--- src/design/f16fc_pkg.sv ---
// Types and constants of the Fletcher-16 frame checker.
package f16fc_pkg;

  localparam int unsigned HDR_BYTES = 3;
  localparam int unsigned POS_W = 9;

  typedef enum logic [1:0] {
    ROLE_HEADER  = 2'd0,
    ROLE_PAYLOAD = 2'd1,
    ROLE_CHECK   = 2'd2,
    ROLE_OUTSIDE = 2'd3
  } role_t;

  typedef struct packed {
    logic [7:0] out_byte;
    role_t      byte_role;
    logic       frame_done;
    logic       frame_ok;
    logic       is_ack;
    logic [7:0] frame_id;
    logic [7:0] acked_id;
    logic [7:0] payload_len;
  } result_t;

endpackage

--- src/design/f16fc_parse.sv ---
// Frame parser: header capture, running Fletcher sums and check byte compare.
module f16fc_parse (
  input  logic                 clk,
  input  logic                 rst,
  input  logic                 step,
  input  logic [7:0]           data_byte,
  input  logic                 frame_start,
  output f16fc_pkg::result_t   res
);

  localparam logic [f16fc_pkg::POS_W-1:0] HDR = f16fc_pkg::POS_W'(f16fc_pkg::HDR_BYTES);

  logic [f16fc_pkg::POS_W-1:0] byte_pos, byte_pos_next;
  logic                        in_frame, in_frame_next;
  logic [7:0]                  held_frame_id, held_frame_id_next;
  logic [7:0]                  held_ack_id, held_ack_id_next;
  logic [7:0]                  held_length, held_length_next;
  logic [7:0]                  running_sum1, running_sum1_next;
  logic [7:0]                  running_sum2, running_sum2_next;
  logic                        first_check_ok, first_check_ok_next;

  logic [f16fc_pkg::POS_W-1:0] pos;
  logic [f16fc_pkg::POS_W-1:0] body_end;
  logic [7:0]                  sum1_base, sum2_base, sum1_add, sum2_add;
  logic                        active, fco_base;

  // Adds two values below 256 and reduces mod 255; the sum is at most twice 255.
  function automatic logic [7:0] add_mod255(input logic [7:0] a, input logic [7:0] b);
    logic [8:0] s;
    s = {1'b0, a} + {1'b0, b};
    if (s >= 9'd255) begin
      s = s - 9'd255;
    end
    return s[7:0];
  endfunction

  always_comb begin
    // A start flag drops whatever frame was in progress.
    active     = frame_start | in_frame;
    pos        = frame_start ? '0 : byte_pos;
    sum1_base  = frame_start ? 8'd0 : running_sum1;
    sum2_base  = frame_start ? 8'd0 : running_sum2;
    fco_base   = frame_start ? 1'b0 : first_check_ok;

    held_frame_id_next  = held_frame_id;
    held_ack_id_next    = frame_start ? 8'd0 : held_ack_id;
    held_length_next    = frame_start ? 8'd0 : held_length;
    running_sum1_next   = sum1_base;
    running_sum2_next   = sum2_base;
    first_check_ok_next = fco_base;
    in_frame_next       = active;
    byte_pos_next       = pos;

    body_end = HDR + {1'b0, held_length_next};
    sum1_add = add_mod255(sum1_base, data_byte);
    sum2_add = add_mod255(sum2_base, sum1_add);

    res.out_byte   = data_byte;
    res.byte_role  = f16fc_pkg::ROLE_OUTSIDE;
    res.frame_done = 1'b0;
    res.frame_ok   = 1'b0;
    res.is_ack     = 1'b0;

    if (active) begin
      if (pos < HDR) begin
        res.byte_role = f16fc_pkg::ROLE_HEADER;
        case (pos[1:0])
          2'd0:    held_frame_id_next = data_byte;
          2'd1:    held_ack_id_next   = data_byte;
          default: held_length_next   = data_byte;
        endcase
        running_sum1_next = sum1_add;
        running_sum2_next = sum2_add;
        byte_pos_next     = pos + 1'b1;
      end else if (pos < body_end) begin
        res.byte_role     = f16fc_pkg::ROLE_PAYLOAD;
        running_sum1_next = sum1_add;
        running_sum2_next = sum2_add;
        byte_pos_next     = pos + 1'b1;
      end else if (pos == body_end) begin
        res.byte_role       = f16fc_pkg::ROLE_CHECK;
        first_check_ok_next = (data_byte == sum1_base);
        byte_pos_next       = pos + 1'b1;
      end else begin
        res.byte_role  = f16fc_pkg::ROLE_CHECK;
        res.frame_done = 1'b1;
        res.frame_ok   = (held_frame_id_next != 8'd0) && fco_base && (data_byte == sum2_base);
        res.is_ack     = (held_ack_id_next != 8'd0);
        in_frame_next  = 1'b0;
        byte_pos_next  = '0;
      end
    end

    res.frame_id    = held_frame_id_next;
    res.acked_id    = held_ack_id_next;
    res.payload_len = held_length_next;
  end

  always_ff @(posedge clk) begin
    if (rst) begin
      byte_pos       <= '0;
      in_frame       <= 1'b0;
      held_frame_id  <= 8'd0;
      held_ack_id    <= 8'd0;
      held_length    <= 8'd0;
      running_sum1   <= 8'd0;
      running_sum2   <= 8'd0;
      first_check_ok <= 1'b0;
    end else if (step) begin
      byte_pos       <= byte_pos_next;
      in_frame       <= in_frame_next;
      held_frame_id  <= held_frame_id_next;
      held_ack_id    <= held_ack_id_next;
      held_length    <= held_length_next;
      running_sum1   <= running_sum1_next;
      running_sum2   <= running_sum2_next;
      first_check_ok <= first_check_ok_next;
    end
  end

endmodule

--- config.mk ---
export PLATFORM = sky130hd
export DESIGN_NAME = f16fc_parse
export DESIGN_NICKNAME = d
export VERILOG_FILES = /design/src/design/f16fc_pkg.sv /design/src/design/f16fc_parse.sv
export SDC_FILE = /design/constraint.sdc
export NUM_CORES = 1
export LEC_CHECK = 0
export ABC_AREA = 0
export ABC_CLOCK_PERIOD_IN_PS = 6000
export BUFFER_PORTS_ARGS = -buffer_cell sky130_fd_sc_hd__buf_2
export CAP_MARGIN = 20
export CORE_MARGIN = 1
export CORE_UTILIZATION = 54
export DETAILED_ROUTE_END_ITERATION = 7
export HOLD_SLACK_MARGIN = 0.1
export PLACE_DENSITY = 0.83
export SYNTH_ARGS = -nofsm -noshare
export SYNTH_HDL_FRONTEND = slang
export SYNTH_SLANG_ARGS = --single-unit
export TNS_END_PERCENT = 100
--- constraint.sdc ---
create_clock -name clk -period 6 [get_ports clk]
set_input_delay 0.3 -clock clk [delete_from_list [all_inputs] [get_ports clk]]
set_output_delay 0.3 -clock clk [all_outputs]
set_load 0.01 [all_outputs]
==> results of run 1 <==
-- worst max-delay path: cells and delay by family (launching register included) --
kind | cells | cell delay (ns)
and+or+nand+nor | 6 | 1.83
DFF | 1 | 0.32
AOI/OAI and AO/OA | 6 | 1.37
adders and majority gates | 3 | 0.96
xor gates and xnor gates | 2 | 0.63
muxes | 1 | 0.19
-- sequential cells by signal (all words and copies together), names as in the netlist --
name,flops
held_length,8
held_ack_id,8
running_sum2,8
in_frame,1
first_check_ok,1
held_frame_id,8
running_sum1,8
byte_pos,9
-- cells in the final DEF, fill, tap and decap left out, drive strengths merged, types with 6 or more instances in the layout --
| master | instances |
|---|---|
| ha | 33 |
| a22oi | 19 |
| nand2b | 16 |
| o21ai | 25 |
| dfxtp | 51 |
| nor2b | 30 |
| a21oi | 23 |
| inv | 19 |
| nor3b | 6 |
| xnor2 | 17 |
| nand2 | 24 |
| a22o | 14 |
| buf | 50 |
| nor2 | 72 |
| and3 | 7 |
| nor4 | 8 |
| a21o | 7 |
| nand3 | 20 |
| mux2i | 13 |
| nor3 | 10 |
| xor2 | 11 |
| mux2 | 11 |
| a211oi | 8 |
| nand4 | 7 |
| or4 | 6 |
| o21a | 10 |
-- worst max-delay path by stage --
stage,from,end
after CTS,running_sum1[0]$_SDFFE_PP0P_,running_sum2[0]$_SDFFE_PP0P_
after global placement,frame_start,running_sum2[0]$_SDFFE_PP0P_
after floorplan,frame_start,running_sum2[0]$_SDFFE_PP0P_
final,running_sum1[0]$_SDFFE_PP0P_,running_sum2[0]$_SDFFE_PP0P_
after global routing,running_sum1[0]$_SDFFE_PP0P_,running_sum2[0]$_SDFFE_PP0P_
after detailed placement,frame_start,running_sum2[0]$_SDFFE_PP0P_
-- metal layers --
layer  wire, um  track usage, %  vias to the layer above  share of wire, %
met5          0               0                        -                 0
met4        259            8.21                        0               2.1
met3        775            3.88                       28               6.4
met2       5760            47.2                      190                47
met1       5390            38.1                     2125                44
li1           -               -                     2150                 -
-- kinds of logic after synthesis --
| kind of cell | share of synthesized area (%) |
|---|---|
| AOI/OAI and AO/OA | 23.5 |
| muxes | 5.59 |
| and+or+nand+nor | 27.0 |
| xor gates and xnor gates | 5.40 |
| adders and majority gates | 9.97 |
| DFF | 22.5 |
| buffers and inverters | 6.03 |
-- power by group through the flow --
stage / registers (mW) / clock network [mW] / logic (mW)
final: 0.381 / 0.250 / 0.465
after CTS: 0.380 / 0.252 / 0.457
after detailed placement: 0.388 / 0 / 0.453
after global routing: 0.383 / 0.264 / 0.516
after global placement: 0.386 / 0 / 0.437
after floorplan: 0.381 / 0 / 0.361
-- cell type report --
type                    instances  area (um^2)  area share, %
clock buffers                   5         68.8           1.42
clock inverters                 3         47.5          0.982
inverters                      18         67.6           1.40
multi-input cells             465         3250           67.1
flip-flops and latches         51         1020           21.1
well taps                     105          131           2.71
repair buffers                 50          255           5.27
-- metrics by stage --
| step | std cells | instance area (um^2) | power, mW |
|---|---|---|---|
| floorplan | 578 | 4540 | 0.742 |
| global placement | 689 | 4720 | 0.823 |
| detailed placement | 689 | 4720 | 0.841 |
| CTS | 697 | 4840 | 1.09 |
| global route | 697 | 4840 | 1.16 |
| finish | 697 | 4840 | 1.10 |
==> run summary, run 1 <==
Outcome -> finished, violations left
Violated checks -> design-rule violations
Residual DRC -> 1
Max-Cap Viols -> 0
Largest net degree at the start of global routing -> 59
Layout cell share with drive strength beyond 1 -> 13.2%
Core ar. -> 8180 um^2
Post-synth EDFFs -> 0
Clock tree sinks -> 51
Slowest stage delay, CP -> 0.53 ns
Syn nets -> 625
Clock period minus worst slack -> 5.38 ns
GPL Wtd Cong -> 0.946
Max Clock Skew -> 0.00788 ns
RSZ-0062 raised after global routing -> false
Worst Tran Pin Value -> 1.05 ns
Rows -> 33
Cell at the slowest stage of the critical path -> nor4b_1
Crit Path Category -> flop to flop
Cells after Synth -> 578
Die area -> 8780 um^2
GRT Residual Overflow -> 0
Biggest area consumer among synthesized cells -> dfxtp_1
Seq/Total Area, Yosys -> 22.5%
Clock latency on the worst-skew pair -> 0.31 ns
Leading register cell type out of synthesis -> dfxtp_1
WP data required -> 6.21 ns
Logic pwr share -> 42.4%
Internal Power -> 672 uW
Vias -> 4,493
Hold Path Sink -> held_frame_id[0]$_SDFFE_PP0P_
Fin. Hold Viols -> 0
Leak Pwr -> 2.07 nW
WHS Path Cells -> 3
F_max -> 186 MHz
CP cell instances -> nor2b_1, ha_1, fa_1, or3b_2, mux2i_1, o211ai_1, nor4b_1, nand2_1, nand2_1, xor2_1, ha_1, a21o_1, a2111oi_0, a21oi_1, xor2_1, a41oi_1, or4_1, o311ai_0
Startpoint types -> flop
Relative slew margins -> 29.8%
Reg2Reg Setup Slack -> 0.62 ns
Final HPWL DP -> 9030 um
Final period util -> 89.6%
# Post-CTS Setup Buffers -> 0
Hold slack final -> 0.400 ns
R2R depth -> 18
Capturing point of the worst reg2reg path -> running_sum2[0]$_SDFFE_PP0P_
Antenna-violating nets left -> 0
DP Worst Slack -> 0.532 ns
Post-synth top cells -> nor2_1 (72), dfxtp_1 (51), ha_1 (33)
RR Startpoint -> running_sum1[0]$_SDFFE_PP0P_
Setup TNS Final -> 0 ns
Max Fanout on Critical Path -> 7
Fin util -> 59.2%
Gr usage total -> 28.4%
Synth top area share -> 22.5%
Vias per cell -> 6.45
Maximum VDD drop -> 0.000111 V
Setup violations, final -> 0
Clock group share of total power -> 22.8%
Starting density of the core -> 55.6%
Post-synthesis cell type count -> 71
Ports -> 49
Total Nets Final -> 638
# H-tree levels -> 2
Psw -> 424 uW
Most frequent cell after synthesis -> nor2_1
CTS root buf -> clkbuf_8
Worst Path Arrival -> 5.59 ns
Switching share of power -> 38.7%
FF+latch count, synth -> 51
Fillers -> 751
Sequential power share -> 34.7%
Hold Crit Start -> data_byte[0]
Worst setup EP type -> flop
Wire length of the first global-routing pass -> 19,900 um
Die Ht -> 93.7 um
CTS tree -> built
Final Worst Setup Slack -> 0.623 ns
Ys Warns -> 0
Hold Buf Count CTS -> 0
Post-CTS resize count -> 0
Initial DRC Count -> 334
Max Slew Vio Count -> 0
Syn Area/Cell -> 7.86 um^2
Power density over cell area -> 227 nW/um^2
CTS Buffer Depth -> 2
Total CTS buffers -> 5
Hold WC Path Type -> input pin to flop
Number of antenna violations at the first check in global routing -> 0
Reg clk slew, reported paths -> 0.10 ns
ANT cells -> 0
Vias in the first global route -> 4,133
DRT Wirelength -> 12,200 um
Cells taking the most area after synthesis -> dfxtp_1 (22%), ha_1 (9.1%), nor2_1 (5.9%), nor2b_1 (4.1%), xnor2_1 (3.3%)
Ys async rst share -> 0%
P&R area growth vs syn -> 6.53%
Die Wd -> 93.7 um
Netlist Area Pre-Place -> 4540 um^2
Routed WL per cell -> 17.5 um
Pre-antenna DRT Iters -> 7
Port Buf Inserts -> 48
(Power assumes the default switching activity.)
==> inputs of run 2 (changes only) <==
--- a/config.mk
+++ b/config.mk
@@ -13,7 +13,7 @@
 export CORE_UTILIZATION = 54
 export DETAILED_ROUTE_END_ITERATION = 7
 export HOLD_SLACK_MARGIN = 0.1
-export PLACE_DENSITY = 0.83
+export PLACE_DENSITY = 0.77
 export SYNTH_ARGS = -nofsm -noshare
 export SYNTH_HDL_FRONTEND = slang
 export SYNTH_SLANG_ARGS = --single-unit
==> run summary, run 2 (same netlist as run 1, synthesis figures left out) <==
Wire length of the first global-routing pass -> 19,400 um
CTS tree -> built
Starting density of the core -> 55.6%
Final period util -> 89.2%
Vias per cell -> 6.27
Post-CTS resize count -> 0
Total Nets Final -> 638
Crit Path Category -> flop to flop
Outcome -> completed
Max Slew Vio Count -> 0
Gr usage total -> 27.7%
Leak Pwr -> 2.06 nW
Largest net degree at the start of global routing -> 59
DRT Wirelength -> 12,000 um
CTS Buffer Depth -> 2
Reg with most FFs -> byte_pos
Hold Buf Count CTS -> 0
CTS root buf -> clkbuf_8
Residual DRC -> 0
Number of antenna violations at the first check in global routing -> 0
Worst Tran Pin Value -> 1.05 ns
Rows -> 33
Maximum VDD drop -> 0.000115 V
Setup violations, final -> 0
Port Buf Inserts -> 48
Total CTS buffers -> 5
Clock tree sinks -> 51
Startpoint types -> flop
GRT Residual Overflow -> 0
Final Worst Setup Slack -> 0.646 ns
Most frequent cells in the layout -> nor2_1 (72), dfxtp_1 (51), buf_2 (48)
Routed WL per cell -> 17.1 um
DP Worst Slack -> 0.602 ns
Max reg flops -> 9
Worst setup EP type -> flop
Clock latency on the worst-skew pair -> 0.32 ns
Ports -> 49
Worst Path Arrival -> 5.57 ns
Final Non-Filler Cells -> 697
# H-tree levels -> 2
Commonest non-fill, non-tap cell in the layout -> nor2_1
Antenna-violating nets left -> 0
Power density over cell area -> 220 nW/um^2
Fillers -> 763
Core ar. -> 8180 um^2
Final HPWL DP -> 8930 um
Vias -> 4,368
Setup TNS Final -> 0 ns
P&R area growth vs syn -> 6.09%
Pre-antenna DRT Iters -> 5
Max-Cap Viols -> 0
Die area -> 8780 um^2
ANT cells -> 0
Max Clock Skew -> 0.00879 ns
Die Ht -> 93.7 um
Hold WC Path Type -> input pin to flop
Hold slack final -> 0.402 ns
Die Wd -> 93.7 um
Layout cell share with drive strength beyond 1 -> 13.2%
Fin. Hold Viols -> 0
Vias in the first global route -> 3,971
Initial DRC Count -> 272
Max Fanout on Critical Path -> 5
RSZ-0062 raised after global routing -> false
GPL Wtd Cong -> 0.989
Reg clk slew, reported paths -> 0.10 ns
Fin util -> 59.0%
Relative slew margins -> 30.0%
Placed cell count -> 689
F_max -> 187 MHz
# Post-CTS Setup Buffers -> 0
Clock period minus worst slack -> 5.35 ns
WP data required -> 6.21 ns
==> run 2: changes by cell type in the layout (fill, tap and decap cells not counted), sizes merged <==
cell      previous run  this run
inv                 19        20
clkinv               1         0
clkinvlp             0         1
bufinv               1         0
==> run 2: layer usage <==
layer  track usage (%)  part of all wire (%)  vias up
met1              38.3                    47     2074
met5                 0                     0        -
met3              3.88                   6.0       15
met2              44.5                    46      143
met4              7.95                   1.4        0
li1                  -                     -     2136
==> run 2: worst paths after layout <==
path | from | endpoint | slack [ns] | cells after the start
setup / recovery | running_sum1[0]$_SDFFE_PP0P_ | running_sum2[0]$_SDFFE_PP0P_ | 0.65 | 20
hold reg to reg | running_sum1[7]$_SDFFE_PP0P_ | running_sum1[7]$_SDFFE_PP0P_ | 0.46 | 2
setup reg to reg | running_sum1[0]$_SDFFE_PP0P_ | running_sum2[0]$_SDFFE_PP0P_ | 0.65 | 20
hold / removal | data_byte[0] | held_frame_id[0]$_SDFFE_PP0P_ | 0.40 | 3
==> run 2: per-stage QoR <==
stage | total power [mW] | instance area (um^2)
2_1_floorplan | 0.742 | 4540
6_report | 1.06 | 4820
4_1_cts | 1.06 | 4820
3_3_place_gp | 0.828 | 4720
5_1_grt | 1.13 | 4820
3_5_place_dp | 0.840 | 4720
==> run 2: report_power, final <==
part           leakage (nW)  internal [mW]  switching, mW
logic                  1.59          0.182          0.282
registers             0.416          0.363         0.0179
clock network        0.0467         0.0868          0.131
total                  2.06          0.632          0.431
==> run 2: cell type report <==
type / instances / area, um^2 / share of cell area (%)
multi-input combinational: 465 / 3250 / 67.4
timing repair buffer: 50 / 255 / 5.30
clock inverter: 3 / 27.5 / 0.571
inverter: 18 / 67.6 / 1.40
sequential: 51 / 1020 / 21.2
tap: 105 / 131 / 2.73
clock buffer: 5 / 68.8 / 1.43
==> run 2: critical path, cell delays in order (launching register included) <==
cell       delay (ns)
dfxtp_1          0.33
nor2b_1          0.14
ha_1             0.21
fa_1             0.44
a21o_1           0.23
a2111oi_2        0.30
nor3_1           0.17
or4_4            0.58
o21ai_4          0.18
xnor2_1          0.12
inv_1            0.08
ha_1             0.18
inv_1            0.06
fa_1             0.40
nand2b_1         0.18
a211oi_1         0.32
nor2_1           0.14
xnor2_1          0.38
a41oi_1          0.28
or4_1            0.45
o311ai_0         0.10
